===== config.mk =====
export PLATFORM = sky130hd
export DESIGN_NAME = edf_ready_queue
export DESIGN_NICKNAME = d
export VERILOG_FILES = /design/src/sv/edfq_pkg.sv /design/src/sv/edfq_ctrl.sv /design/src/sv/edfq_dpath.sv /design/src/sv/edf_ready_queue.sv
export VERILOG_INCLUDE_DIRS = /design/src /design/src/sv
export SDC_FILE = /design/constraint.sdc
export NUM_CORES = 2
export LEC_CHECK = 0
export BUFFER_PORTS_ARGS = -buffer_cell sky130_fd_sc_hd__buf_2
export CAP_MARGIN = 20
export CORE_ASPECT_RATIO = 1.2
export CORE_UTILIZATION = 25
export CTS_CLUSTER_SIZE = 40
export DETAILED_ROUTE_END_ITERATION = 6
export RECOVER_POWER = 25
export SYNTH_ARGS = -nofsm -noshare
export SYNTH_HDL_FRONTEND = slang
export SYNTH_HIERARCHICAL = 1
export SYNTH_SLANG_ARGS = --single-unit

===== constraint.sdc =====
create_clock -name clk -period 7 [get_ports clk]
set_input_delay 0.35 -clock clk [delete_from_list [all_inputs] [get_ports clk]]
set_output_delay 0.35 -clock clk [all_outputs]
set_load 0.03 [all_outputs]

===== src/sv/edf_ready_queue_defines.svh =====
// Assertion macros for the EDF ready queue.
// Used by the top level; needs clk and arst_n in scope.
`ifndef EDF_READY_QUEUE_DEFINES_SVH
`define EDF_READY_QUEUE_DEFINES_SVH

// check outside reset; disabled while arst_n is low
`define EDFQ_ASSERT(label, prop, msg) \
	label: assert property (@(posedge clk) disable iff (!arst_n) prop) else $error(msg);

// check at every edge, reset included
`define EDFQ_ASSERT_ALWAYS(label, prop, msg) \
	label: assert property (@(posedge clk) prop) else $error(msg);

`endif


===== src/sv/edfq_pkg.sv =====
// Shared constants, codes and types for the EDF ready queue.
// No dependencies.
`default_nettype none
package edfq_pkg;
	localparam int QUEUE_DEPTH = 16;
	localparam int CNT_W       = $clog2(QUEUE_DEPTH + 1);

	localparam logic OP_RELEASE  = 1'b0;
	localparam logic OP_DISPATCH = 1'b1;

	localparam logic [1:0] STAT_OK    = 2'd0;
	localparam logic [1:0] STAT_FULL  = 2'd1;
	localparam logic [1:0] STAT_EMPTY = 2'd2;

	typedef struct packed {
		logic        kind;
		logic [7:0]  number;
		logic [15:0] run_time;
		logic [31:0] deadline;
	} task_t;

	typedef struct packed {
		logic       insert;
		logic       remove;
		logic       load;
		logic [1:0] code;
	} cmd_t;

	typedef struct packed {
		logic             full;
		logic             empty;
		logic [CNT_W-1:0] count;
	} dstat_t;
endpackage
`default_nettype wire


===== src/sv/edfq_ctrl.sv =====
// Handshake controller for the EDF ready queue.
// Depends on edfq_pkg; drives commands to edfq_dpath.
`default_nettype none
module edfq_ctrl (
	input  wire logic           clk,
	input  wire logic           arst_n,
	input  wire logic           in_valid,
	output logic                in_stall,
	input  wire logic           operation,
	output logic                out_valid,
	input  wire logic           out_stall,
	input  wire edfq_pkg::dstat_t dstat,
	output edfq_pkg::cmd_t      cmd
);
	import edfq_pkg::*;

	localparam logic ST_IDLE = 1'b0;
	localparam logic ST_HOLD = 1'b1;

	logic state_q;
	logic accept;

	assign out_valid = (state_q == ST_HOLD);
	assign in_stall  = (state_q == ST_HOLD) && out_stall;
	assign accept    = in_valid && !in_stall;

	always_comb begin
		cmd.load   = accept;
		cmd.insert = accept && (operation == OP_RELEASE) && !dstat.full;
		cmd.remove = accept && (operation == OP_DISPATCH) && !dstat.empty;
		if (operation == OP_RELEASE) begin
			cmd.code = dstat.full ? STAT_FULL : STAT_OK;
		end else begin
			cmd.code = dstat.empty ? STAT_EMPTY : STAT_OK;
		end
	end

	always_ff @(posedge clk or negedge arst_n) begin
		if (!arst_n) begin
			state_q <= ST_IDLE;
		end else begin
			case (state_q)
				ST_IDLE: begin
					if (accept) state_q <= ST_HOLD;
				end
				ST_HOLD: begin
					if (!out_stall && !accept) state_q <= ST_IDLE;
				end
				default: state_q <= ST_IDLE;
			endcase
		end
	end
endmodule
`default_nettype wire


===== src/sv/edfq_dpath.sv =====
// Sorted cell chain and result register for the EDF ready queue.
// Depends on edfq_pkg; commanded by edfq_ctrl.
`default_nettype none
module edfq_dpath (
	input  wire logic            clk,
	input  wire logic            arst_n,
	input  wire edfq_pkg::cmd_t  cmd,
	input  wire edfq_pkg::task_t new_task,
	output edfq_pkg::dstat_t     dstat,
	output logic [1:0]           status,
	output edfq_pkg::task_t      res_task,
	output logic [4:0]           occupancy
);
	import edfq_pkg::*;

	task_t            cells_q [QUEUE_DEPTH];
	task_t            from_below [QUEUE_DEPTH];
	task_t            from_above [QUEUE_DEPTH];
	logic [QUEUE_DEPTH-1:0] after;
	logic [QUEUE_DEPTH-1:0] after_prev;
	logic [CNT_W-1:0] cnt_q;
	logic [CNT_W-1:0] cnt_next;
	logic [CNT_W+4:0] cnt_wide;
	logic [1:0]       status_q;
	task_t            res_q;
	logic [4:0]       occ_q;

	genvar gi;
	generate
		for (gi = 0; gi < QUEUE_DEPTH; gi++) begin : g_cell
			assign after[gi] = (CNT_W'(gi) >= cnt_q) ||
				(cells_q[gi].deadline > new_task.deadline);
			if (gi == 0) begin : g_first
				assign from_below[gi] = new_task;
				assign after_prev[gi] = 1'b0;
			end else begin : g_rest
				assign from_below[gi] = cells_q[gi-1];
				assign after_prev[gi] = after[gi-1];
			end
			if (gi == QUEUE_DEPTH - 1) begin : g_last
				assign from_above[gi] = cells_q[gi];
			end else begin : g_mid
				assign from_above[gi] = cells_q[gi+1];
			end

			always_ff @(posedge clk) begin
				if (cmd.insert) begin
					if (after[gi] && !after_prev[gi]) begin
						cells_q[gi] <= new_task;
					end else if (after[gi]) begin
						cells_q[gi] <= from_below[gi];
					end
				end else if (cmd.remove) begin
					cells_q[gi] <= from_above[gi];
				end
			end
		end
	endgenerate

	always_comb begin
		cnt_next = cnt_q;
		if (cmd.insert) cnt_next = cnt_q + CNT_W'(1);
		else if (cmd.remove) cnt_next = cnt_q - CNT_W'(1);
	end

	assign cnt_wide    = {5'b0, cnt_next};
	assign dstat.full  = (cnt_q == CNT_W'(QUEUE_DEPTH));
	assign dstat.empty = (cnt_q == '0);
	assign dstat.count = cnt_q;

	always_ff @(posedge clk or negedge arst_n) begin
		if (!arst_n) begin
			cnt_q <= '0;
		end else begin
			cnt_q <= cnt_next;
		end
	end

	always_ff @(posedge clk) begin
		if (cmd.load) begin
			status_q <= cmd.code;
			res_q    <= cmd.remove ? cells_q[0] : '0;
			occ_q    <= cnt_wide[4:0];
		end
	end

	assign status    = status_q;
	assign res_task  = res_q;
	assign occupancy = occ_q;
endmodule
`default_nettype wire


===== src/sv/edf_ready_queue.sv =====
// EDF ready queue, top level: controller plus sorted cell datapath.
// Depends on edfq_pkg, edfq_ctrl, edfq_dpath and edf_ready_queue_defines.svh.
//
// Use: each input transfer is a release (operation 0: insert a task by
// deadline, ties first-in first-out) or a dispatch (operation 1: remove
// the earliest-deadline task). Every input transfer yields exactly one
// output transfer with status, the dispatched task (zeros otherwise) and
// the occupancy after the item.
// Latency: the result is valid the cycle after the input transfer.
// Throughput: one item per cycle while out_stall is low; the cell chain compares all held
// deadlines in parallel and shifts them.
// The single output register holds one result; while it is held and
// out_stall is high, in_stall rises and no new item is taken. A result
// taken in the same cycle as a new input frees the register for it.
// Reset empties the queue and drops any held result; stored cells are
// not cleared.
`default_nettype none
`include "edf_ready_queue_defines.svh"
module edf_ready_queue (
	input  wire logic        clk,
	input  wire logic        arst_n,
	input  wire logic        in_valid,
	output logic             in_stall,
	input  wire logic        operation,
	input  wire logic        task_kind,
	input  wire logic [7:0]  task_number,
	input  wire logic [15:0] run_time,
	input  wire logic [31:0] deadline,
	output logic             out_valid,
	input  wire logic        out_stall,
	output logic [1:0]       status,
	output logic             out_kind,
	output logic [7:0]       out_number,
	output logic [15:0]      out_run_time,
	output logic [31:0]      out_deadline,
	output logic [4:0]       occupancy
);
	import edfq_pkg::*;

	cmd_t   cmd;
	dstat_t dstat;
	task_t  new_task;
	task_t  res_task;
	logic   accept;

	assign new_task.kind     = task_kind;
	assign new_task.number   = task_number;
	assign new_task.run_time = run_time;
	assign new_task.deadline = deadline;
	assign accept            = in_valid && !in_stall;

	edfq_ctrl u_ctrl (
		.clk       (clk),
		.arst_n    (arst_n),
		.in_valid  (in_valid),
		.in_stall  (in_stall),
		.operation (operation),
		.out_valid (out_valid),
		.out_stall (out_stall),
		.dstat     (dstat),
		.cmd       (cmd)
	);

	edfq_dpath u_dpath (
		.clk       (clk),
		.arst_n    (arst_n),
		.cmd       (cmd),
		.new_task  (new_task),
		.dstat     (dstat),
		.status    (status),
		.res_task  (res_task),
		.occupancy (occupancy)
	);

	assign out_kind     = res_task.kind;
	assign out_number   = res_task.number;
	assign out_run_time = res_task.run_time;
	assign out_deadline = res_task.deadline;

	`EDFQ_ASSERT_ALWAYS(a_count_bound, !arst_n || dstat.count <= CNT_W'(QUEUE_DEPTH), "count above depth")
	`EDFQ_ASSERT(a_insert_grows, accept && operation == OP_RELEASE && !dstat.full |=> dstat.count == $past(dstat.count) + CNT_W'(1), "release did not grow queue")
	`EDFQ_ASSERT(a_empty_flag, accept && operation == OP_DISPATCH && dstat.empty |=> out_valid && status == STAT_EMPTY, "empty dispatch not flagged")
	`EDFQ_ASSERT(a_nonok_zero, out_valid && status != STAT_OK |-> res_task == '0, "failed item carries a task")
endmodule
`default_nettype wire


==> results_dict.tcl <==
set metrics [dict create \
    status "finished, violations left" \
    violations "DRC, capacitance limit, slew limit" \
    synthCells 4994 \
    synth_seq_cells 982 \
    crit_required_ns 7.42 \
    period_minus_slack_ns 6.097 \
    crit_arrival_ns 6.52 \
    grt_antenna_before_repair 16 \
    nets 5560 \
    hold_violations 0 \
    drc_errors 4 \
    syn_to_final_growth_pct 13.00 \
    nFillCells 23060 \
    io_pins 128 \
    route.antenna.remaining_nets 0 \
    setup_violations 0 \
    min_path_cells 2 \
    clkTransAtPathRegs_ns 0.07 \
    min_path_type "primary input to flop" \
    p_leak_nw 22.54 \
    worst_pin_slew_ns 3.035 \
    clk_latency_ns 0.77 \
    final_cell_area_um2 63830 \
    viasPerCell 5.402 \
    post-route-util 0.2850 \
    hpwl_mm 137.1 \
    first_iter_violations 4861 \
    fin_crit_sh 0.8711 \
    dr_total_vias 43470 \
    mostFrequentLayoutCell "edfxtp_1" \
    rsz0062_at_grt "false" \
    synth.avg_cell_area_um2 11.31 \
    ir_drop_v 0.0001809 \
    dpl_cell_area_um2 60600 \
    cts.sinks 982 \
    first_pass_iters 7 \
    cp-start-kind "flop" \
    drive_above_1_share 0.07280 \
    async_reset_ff_frac 0.006110 \
    drv_cap 15 \
    grt_max_degree 238 \
    die-area_um2 227900 \
    wl_mm 206.1 \
    endpoint_kind "flop" \
    grt_pass1_vias 41830 \
    syn-num-nets 5573 \
    synth_seq_area_share 0.5215 \
    cp_max_fo 237 \
    crit_path_cell_trace "a21boi_0, buf_4, and3b_1, buf_4, nor2b_1, buf_12, o21ai_0" \
    slowest_delay_ns 1.16 \
    die_x_um 435.9 \
    grt_use_total 0.1753 \
    fmax_mhz 164.0 \
    cp_common_cell "buf_4" \
    portBuffers 127 \
    die_height_um 522.7 \
    netlist_area_um2 56490 \
    clockBufferDepth 3 \
    synth.distinct_cells 71 \
    setup_tns_ns 0 \
    cts_buffers 104 \
    slew_violations 453 \
    initial_core_util 0.2522 \
    rows 190 \
    power_density_nw_per_um2 282.1 \
    layout_common_cells "edfxtp_1, nor2_1, nand2_1, ha_1, a221o_1" \
    cts.htree.levels 3 \
    synth_edf_count 976 \
    post_drt_wl_per_cell_um 25.61 \
    worstSetupPathType "flop to flop" \
    reg2regPathDepth 7 \
    cts_tree "yes" \
    synthTopCellsByArea "edfxtp_1, ha_1, a221o_1" \
    synth_top_area_share 0.5188 \
    max_slew_margin -1.023 \
    globalplace.congestion 0.9485 \
    cp_slowest_cell "a21boi_0" \
    skew_ns 0.03974 \
    synth-main-ff-cell "edfxtp_1" \
    ctsRootBufferMaster "clkbuf_16" \
    yosys_warnings 6 \
    overflow 0 \
    grt_pass1_wl_mm 297.3 \
    core_um2 223900 \
    post-synth-top-area-cell "edfxtp_1" \
]
==> layout make-up <==
cell class	count	area, µm²	area share
well taps	2976	3724	0.05833
diodes	2	5.005	0.00007841
inverters	65	244.0	0.003822
flip-flops and latches	982	29460	0.4615
multi-input cells	3599	25630	0.4015
clock inverters	66	576.8	0.009036
clock buffers	128	2714	0.04252
repair buffers	229	1481	0.02321
==> per-stage QoR <==
stage	std cells	total power [mW]	hold slack, ns	setup WS (ns)
2_1_floorplan	4994	10.70	0.05441	0.5007
3_3_place_gp	7828	12.34	0.2739	1.653
3_5_place_dp	7830	12.46	0.2755	1.647
4_1_cts	8044	18.10	0.002878	1.857
5_1_grt	8046	18.68	0.03521	0.9523
6_report	8047	18.01	0.04575	0.9025
==> cell families after synthesis <==
logic type	count (synthesis)	share of synthesized area
AOI/OAI and AO/OA	1246	0.1661
xor gates and xnor gates	4	0.0006203
adders and majority gates	517	0.1145
buffers and inverters	413	0.02853
DFF	982	0.5215
muxes	285	0.05177
and+or+nand+nor	1547	0.1169
==> metal layers <==
metal  share of wire  vias to the layer above  wire length, µm  track usage
met5         0.00011                        -               23            0
met4           0.062                        4            12700      0.09825
met3           0.070                      469            14380      0.02258
met2            0.47                     2026            96920       0.2911
met1            0.40                    21620            82100       0.2197
li1                -                    19350                -            -
==> worst max-delay path, delay by kind of cell, from the launching register on <==
family / cells / cell delay (ns)
buf+inv: 3 / 2.11
flops: 1 / 0.39
compound gates: 2 / 1.44
simple gates: 2 / 1.41
==> what timing repair did <==
| action | CTS | global route |
|---|---|---|
| endpoints found under the hold margin | 23 | 0 |
| resized for setup | 0 | 0 |
| setup buffers | 0 | 0 |
| endpoints found under the setup margin | 0 | 0 |
| hold buffers | 20 | 0 |
==> synthesized netlist by cell type, types with 4 or more instances <==
cell type	n
a21o_1	61
a22oi_1	6
nor3_1	21
o21ai_0	119
a21oi_1	359
clkbuf_1	283
inv_1	65
a211o_1	4
nand3_1	36
and4_1	19
nor4_1	13
and3_1	4
buf_2	43
edfxtp_1	976
a221o_1	452
mux2_2	57
nor2b_1	32
buf_1	20
ha_1	517
a2111o_1	6
mux2i_1	228
nor2_1	672
dfrtp_1	6
nand4_1	101
a211oi_1	18
or4_1	4
a221oi_1	7
and2_1	61
o221ai_1	11
a31oi_1	12
nand2b_1	5
o211ai_1	140
or3_1	6
nand2_1	559
o31ai_1	8
o21a_1	6
==> flip-flops by register name, summed over array words and instances, names as in the netlist <==
name and flops:
u_dpath/cells_q 912, u_dpath/res_task 57, u_dpath/cnt_q 5, u_dpath/occupancy 5
u_dpath/status 2, u_ctrl/out_valid 1
==> path summary, 6_finish.rpt <==
check / start / end / slack (ns)
setup / recovery: u_ctrl/out_valid / u_dpath/cells_q[0][83] / 0.90
hold / removal: deadline[3] / u_dpath/cells_q[1][402] / 0.05
setup reg to reg: u_ctrl/out_valid / u_dpath/cells_q[0][83] / 0.90
hold reg to reg: u_dpath/cells_q[0][102] / u_dpath/cells_q[0][45] / 0.55
max in group asynchronous: arst_n / u_dpath/cnt_q[3] / 5.63
min in group asynchronous: arst_n / u_ctrl/out_valid / 0.19
==> report_power, final <==
group | internal [mW] | leakage [nW] | switching [mW]
clock | 3.03 | 1.60 | 2.56
combinational | 1.35 | 11.7 | 2.75
sequential | 7.63 | 9.24 | 0.683
No activity file was read; power rests on OpenSTA's default activity.
